[config.mk]
export PLATFORM = sky130hd
export DESIGN_NAME = client_table_with_aging
export DESIGN_NICKNAME = d
export VERILOG_FILES = /design/src/design/ctwa_pkg.sv /design/src/design/client_table_with_aging.sv /design/src/design/ctwa_match.sv
export SDC_FILE = /design/constraint.sdc
export NUM_CORES = 1
export LEC_CHECK = 0
export BUFFER_PORTS_ARGS = -buffer_cell sky130_fd_sc_hd__buf_2
export CAP_MARGIN = 10
export CORE_MARGIN = 2
export CORE_UTILIZATION = 60
export CTS_BUF_LIST = sky130_fd_sc_hd__clkbuf_4 sky130_fd_sc_hd__clkbuf_8
export DETAILED_ROUTE_END_ITERATION = 7
export HOLD_SLACK_MARGIN = 0.02
export PLACE_DENSITY = 0.76
export SYNTH_ARGS = -nofsm -noshare
export SYNTH_HDL_FRONTEND = slang
export SYNTH_SLANG_ARGS = --single-unit
export TNS_END_PERCENT = 30
[constraint.sdc]
create_clock -name clk_i -period 10 [get_ports clk_i]
set_input_delay 1.5 -clock clk_i [delete_from_list [all_inputs] [get_ports clk_i]]
set_output_delay 1.5 -clock clk_i [all_outputs]
set_load 0.02 [all_outputs]
[src/design/ctwa_pkg.sv]
`timescale 1ns / 1ps

package ctwa_pkg;

  localparam int unsigned EndpointW  = 48;
  localparam int unsigned ClientIdxW = 3;
  localparam int unsigned MaskW      = 8;
  localparam int unsigned CountW     = 8;

  localparam logic [CountW-1:0] IdleMax      = 8'd255;
  localparam logic [CountW-1:0] TimeoutReset = 8'd30;

  typedef enum logic {
    CmdPacket = 1'b0,
    CmdTick   = 1'b1
  } cmd_e;

  typedef struct packed {
    cmd_e                 command;
    logic [EndpointW-1:0] client_endpoint;
  } item_t;

  typedef struct packed {
    logic [ClientIdxW-1:0] client_index;
    logic                  was_known;
    logic                  was_added;
    logic                  table_full;
    logic [MaskW-1:0]      dropped_mask;
  } result_t;

endpackage

[src/design/client_table_with_aging.sv]
`timescale 1ns / 1ps

// client table with idle aging
//
// command channel: an item (packet or tick) is taken on a rising edge with
// start_i high and busy_o low. busy_o stays low, so one item may be issued
// every cycle. each item yields exactly one result on result_o, flagged by
// done_o for a single cycle; the receiver cannot stall it
// result path: the accepted item passes the input register, then the
// lookup/aging logic into the result register
// throughput: 1 item per cycle, bounded by the combinational parallel
// compare and priority select across all slots
// configuration: cfg_valid_i/cfg_ready_o write the idle timeout from
// cfg_data_i; cfg_ready_o is always high. writes belong in idle periods
// reset (rst_ni low, asynchronous): all slots invalid, idle counts zero,
// timeout back to 30, pipeline empty. endpoint storage is not cleared, it
// is only ever read for valid slots
// slot numbers above 7 show up modulo 8 in client_index, and dropped_mask
// only covers slots 0 to 7

module client_table_with_aging
  import ctwa_pkg::*;
#(
  parameter int unsigned NUM_SLOTS = 8
) (
  input  logic                clk_i,
  input  logic                rst_ni,
  // command channel
  input  logic                start_i,
  output logic                busy_o,
  input  item_t               item_i,
  // result channel
  output logic                done_o,
  output result_t             result_o,
  // configuration write channel
  input  logic                cfg_valid_i,
  output logic                cfg_ready_o,
  input  logic [CountW-1:0]   cfg_data_i
);

  localparam int unsigned IdxW = (NUM_SLOTS > 1) ? $clog2(NUM_SLOTS) : 1;

  // transaction acceptance
  logic accept;

  // input register stage
  logic  req_valid_q;
  item_t req_q;

  // table state
  logic [NUM_SLOTS-1:0]                valid_q, valid_d;
  logic [NUM_SLOTS-1:0][CountW-1:0]    count_q, count_d;
  logic [NUM_SLOTS-1:0][EndpointW-1:0] ep_q;

  // timeout register
  logic [CountW-1:0] timeout_q;

  // lookup results
  logic            hit, free;
  logic [IdxW-1:0] hit_idx, free_idx;

  // result stage
  logic    done_q;
  result_t res_q, res_d;

  // packet write into a free slot
  logic do_add;

  // wide helpers for the modulo-8 index and low-8 mask
  logic [IdxW+ClientIdxW-1:0] idx_ext;
  logic [NUM_SLOTS+MaskW-1:0] drop_ext;
  logic [NUM_SLOTS-1:0]       drop_vec;

  assign busy_o      = 1'b0;
  assign accept      = start_i && !busy_o;
  assign cfg_ready_o = 1'b1;

  // timeout register, to be written only between transactions; the block does not enforce it
  always_ff @(posedge clk_i or negedge rst_ni) begin
    if (!rst_ni) begin
      timeout_q <= TimeoutReset;
    end else if (cfg_valid_i && cfg_ready_o) begin
      timeout_q <= cfg_data_i;
    end
  end

  // input register: control part reset, payload not reset and loaded on accept
  always_ff @(posedge clk_i or negedge rst_ni) begin
    if (!rst_ni) begin
      req_valid_q <= 1'b0;
    end else begin
      req_valid_q <= accept;
    end
  end

  always_ff @(posedge clk_i) begin
    if (accept) begin
      req_q <= item_i;
    end
  end

  // endpoint search across the table
  ctwa_match #(
    .NUM_SLOTS (NUM_SLOTS),
    .IdxW      (IdxW)
  ) u_match (
    .valid_i    (valid_q),
    .slot_ep_i  (ep_q),
    .endpoint_i (req_q.client_endpoint),
    .hit_o      (hit),
    .hit_idx_o  (hit_idx),
    .free_o     (free),
    .free_idx_o (free_idx)
  );

  // per-slot next state and the result word
  always_comb begin
    valid_d  = valid_q;
    count_d  = count_q;
    drop_vec = '0;
    do_add   = 1'b0;
    res_d    = '0;
    idx_ext  = '0;
    drop_ext = '0;
    if (req_valid_q) begin
      unique case (req_q.command)
        CmdTick: begin
          // every counter ages, even for empty slots; saturate at the top
          for (int i = 0; i < NUM_SLOTS; i++) begin
            if (count_q[i] != IdleMax) begin
              count_d[i] = count_q[i] + CountW'(1);
            end
            if (valid_q[i] && (count_d[i] > timeout_q)) begin
              valid_d[i]  = 1'b0;
              drop_vec[i] = 1'b1;
            end
          end
          drop_ext           = {{MaskW{1'b0}}, drop_vec};
          res_d.dropped_mask = drop_ext[MaskW-1:0];
        end
        CmdPacket: begin
          priority if (hit) begin
            count_d[hit_idx]   = '0;
            idx_ext            = {{ClientIdxW{1'b0}}, hit_idx};
            res_d.client_index = idx_ext[ClientIdxW-1:0];
            res_d.was_known    = 1'b1;
          end else if (free) begin
            do_add              = 1'b1;
            valid_d[free_idx]   = 1'b1;
            count_d[free_idx]   = '0;
            idx_ext             = {{ClientIdxW{1'b0}}, free_idx};
            res_d.client_index  = idx_ext[ClientIdxW-1:0];
            res_d.was_added     = 1'b1;
          end else begin
            // table full: no state change, index reads as zero
            res_d.table_full = 1'b1;
          end
        end
        default: begin
          res_d = '0;
        end
      endcase
    end
  end

  // table control state
  always_ff @(posedge clk_i or negedge rst_ni) begin
    if (!rst_ni) begin
      valid_q <= '0;
      count_q <= '0;
    end else begin
      valid_q <= valid_d;
      count_q <= count_d;
    end
  end

  // endpoint storage, written only when a slot is claimed
  always_ff @(posedge clk_i) begin
    if (do_add) begin
      ep_q[free_idx] <= req_q.client_endpoint;
    end
  end

  // result register with one-cycle strobe
  always_ff @(posedge clk_i or negedge rst_ni) begin
    if (!rst_ni) begin
      done_q <= 1'b0;
    end else begin
      done_q <= req_valid_q;
    end
  end

  always_ff @(posedge clk_i) begin
    if (req_valid_q) begin
      res_q <= res_d;
    end
  end

  assign done_o   = done_q;
  assign result_o = res_q;

endmodule

[src/design/ctwa_match.sv]
`timescale 1ns / 1ps

module ctwa_match
  import ctwa_pkg::*;
#(
  parameter int unsigned NUM_SLOTS = 8,
  parameter int unsigned IdxW      = 3
) (
  input  logic [NUM_SLOTS-1:0]                valid_i,
  input  logic [NUM_SLOTS-1:0][EndpointW-1:0] slot_ep_i,
  input  logic [EndpointW-1:0]                endpoint_i,
  output logic                                hit_o,
  output logic [IdxW-1:0]                     hit_idx_o,
  output logic                                free_o,
  output logic [IdxW-1:0]                     free_idx_o
);

  logic [NUM_SLOTS-1:0] hit_vec;

  // parallel compare against every valid slot
  always_comb begin
    for (int i = 0; i < NUM_SLOTS; i++) begin
      hit_vec[i] = valid_i[i] && (slot_ep_i[i] == endpoint_i);
    end
  end

  // lowest index wins for both searches
  always_comb begin
    hit_idx_o  = '0;
    free_idx_o = '0;
    for (int i = NUM_SLOTS - 1; i >= 0; i--) begin
      if (hit_vec[i]) begin
        hit_idx_o = IdxW'(i);
      end
      if (!valid_i[i]) begin
        free_idx_o = IdxW'(i);
      end
    end
  end

  assign hit_o  = |hit_vec;
  assign free_o = ~&valid_i;

endmodule

==> out/metrics.csv <==
metric;value;unit
async set-reset flop share out of synthesis;15.5;%
outcome;complete, no violations;
hold_buf cts;0;
grt total ovfl;0;
CP Buf/Inv Count;1;
share of the synthesized area in the top cell type;51.3;%
residual DRC count;0;
setup TNS;0;ns
CTS tree;yes;
R2R Setup Slk;4.99;ns
Crit. End Element;flop;
Top FF cell, synth;edfxtp_1;
DIE AREA;45300;um^2
antenna violations before repair;1;
wire length per cell;27.4;um
most frequent cells in the layout;447 x edfxtp_1, 198 x xor2_1, 182 x xnor2_1, 143 x nand2_1, 96 x nand4_1;
flops & latches, synth;529;
root buffer cell;clkbuf_8;
layout cell share with drive strength beyond 1;12.2;%
final HPWL from detailed placement;54.5;mm
chip height;213;um
GP Congestion;1.00;
area delta synth->final;10.2;%
vias in the first global route;17900;
H-tree depth;3;
largest net degree at the start of global routing;69;
Vias;18400;
Post-synth EDFFs;447;
drt first pass iters;6;
Net Sw Frac;34.2;%
Setup Buffers After CTS;0;
CP Class;flop to flop;
Syn Nets;2234;
CP startpoint kind;flop;
routed wire length;78.7;mm
Final Hold Fails;0;
GRT Util Overall;35.4;%
Initial Utilization;60.7;%
FMAX;200;MHz
post-synthesis cell area;26200;um^2
Post-Syn Instances;2101;
skew final;0.0443;ns
Seq. cell area;15500;um^2
via/cell ratio;6.40;
sequential power share;47.1;%
Reg clk slew, reported paths;0.06;ns
final setup violation count;0;
row cnt;76;
Power Total;6.54;mW
total core area;43100;um^2
PwrDens;227;nW/um^2
Mapped Avg Cell Area;12.4;um^2
Max-Cap Viols;0;
worst path required time;10.31;ns
worst rel slew slack;24.5;%
Max FO, Critical Path;48;
Top Family by Delay on Critical Path;simple AND/OR/NAND/NOR gates;
Synth Warn #;0;
clk sinks;529;
global-route wire length before repair;115;mm
fill count;3220;
PostCTS Resize Cnt;0;
Port Buffers;75;
critical path data arrival time;5.32;ns
Comb power frac;24.6;%
post-layout min period;5.01;ns
CP max stage delay;0.99;ns
Psw;2.24;mW
largest cells by area after synthesis;edfxtp_1 51%, dfrtp_1 7.5%, xor2_1 6.6%;
Tcrit/Tclk final;50.1;%
synth unique cells;65;
Clock Tree Buf Depth;3;
Worst-Margin Slew;1.13;ns
worst-skew pair later-pin latency;0.69;ns
worst vdd ir;0.176;mV
CTS buffer count;86;
Multi-input gate area;10000;um^2
Leak;10.1;nW
I/O pin count;78;
worst hold slack;0.458;ns
RSZ-0062 raised after global routing;no;
Seq/Total Area, Yosys;59.2;%
ordered list of cells on the worst path;xor2_1 > or4_1 > nor4_1 > a22oi_1 > nand4_2 > or2_2 > nor2_4 > buf_4;
internal power;4.30;mW
DRT iter0 DRCs;2137;
# nets final;2352;
worst min path class;flop to flop;
Clock power frac;28.4;%
Routed Antenna Nets;0;
slowest cell on the critical path;edfxtp_1;
Die Width;213;um
post-synth top area cell;edfxtp_1;
max-slew violation total from the final report;0;
leading cell type in the layout, fill and taps excluded;edfxtp_1;
==> cell usage after synthesis (29+ instances only) <==
| cell | count |
|---|---|
| buf_2 | 46 |
| nor2_1 | 72 |
| nand2_1 | 143 |
| nand2b_1 | 50 |
| xnor2_1 | 182 |
| nor3_1 | 29 |
| o21ai_0 | 34 |
| nand3_1 | 55 |
| nor2b_1 | 40 |
| xor2_1 | 198 |
| inv_1 | 77 |
| ha_1 | 72 |
| nor4_1 | 89 |
| a21oi_1 | 86 |
| edfxtp_1 | 447 |
| dfrtp_1 | 78 |
| nand4_1 | 96 |
==> layer usage <==
layer	wire [um]	GRT usage (%)	part of all wire (%)	up-vias
met2	37800	58.6	48	978
met1	29000	42.8	37	9042
met3	6320	7.15	8.0	247
met5	0	0	0	-
li1	-	-	-	8119
met4	5550	22.3	7.1	0
==> power by group through the flow <==
stage / Sequential (mW) / Clock (mW) / Combinational [mW]
floorplan: 3.00 / 0 / 1.09
global route: 3.11 / 1.98 / 1.75
CTS: 3.07 / 1.88 / 1.59
detailed placement: 3.11 / 0 / 1.58
global placement: 3.10 / 0 / 1.53
finish: 3.08 / 1.86 / 1.61
==> metrics by stage <==
step	util [%]	setup WS [ns]	instances	cell area, um^2
2_1_floorplan	-	5.05	2101	26200
3_3_place_gp	63.0	5.03	2714	27200
3_5_place_dp	63.0	4.90	2714	27200
4_1_cts	66.9	4.86	2870	28800
5_1_grt	66.9	4.81	2872	28800
6_report	66.9	4.99	2874	28800
==> path summary, 6_finish.rpt <==
kind | end | start | cells past startpoint
max in group asynchronous | count_q[4] | rst_ni | 2
min reg2reg | ep_q[206] | req_q[14] | 0
max | ep_q[169] | req_q[16] | 8
min in group asynchronous | count_q[38] | rst_ni | 1
min | ep_q[206] | req_q[14] | 0
max reg2reg | ep_q[169] | req_q[16] | 8
==> cell type report <==
cell class	instances	area share, %
Sequential cell	529	53.7
Multi-Input combinational cell	1412	34.7
Clock buffer	113	4.83
Tap cell	585	2.54
Timing Repair Buffer	113	2.28
Inverter	77	1.00
Clock inverter	43	0.946
Antenna cell	2	0.0174
==> kinds of logic after synthesis <==
logic type	Yosys count	share of synthesized area, %
AND/OR/NAND/NOR	675	14.4
XOR/XNOR	380	12.7
multiplexers	6	0.254
buffers and inverters	160	2.80
adder cells (fa/ha/maj)	72	3.44
other	2	0.0287
flip-flops	529	59.2
AO/OA/AOI/OAI	277	7.12
==> sequential cells by signal, summed over array words and instances, names as in the netlist <==
| register | cells |
|---|---|
| done_o | 1 |
| req_q | 49 |
| req_valid_q | 1 |
| timeout_q | 8 |
| result_o | 14 |
| ep_q | 384 |
| valid_q | 8 |
| count_q | 64 |
No activity file was read; power rests on OpenSTA's default activity.
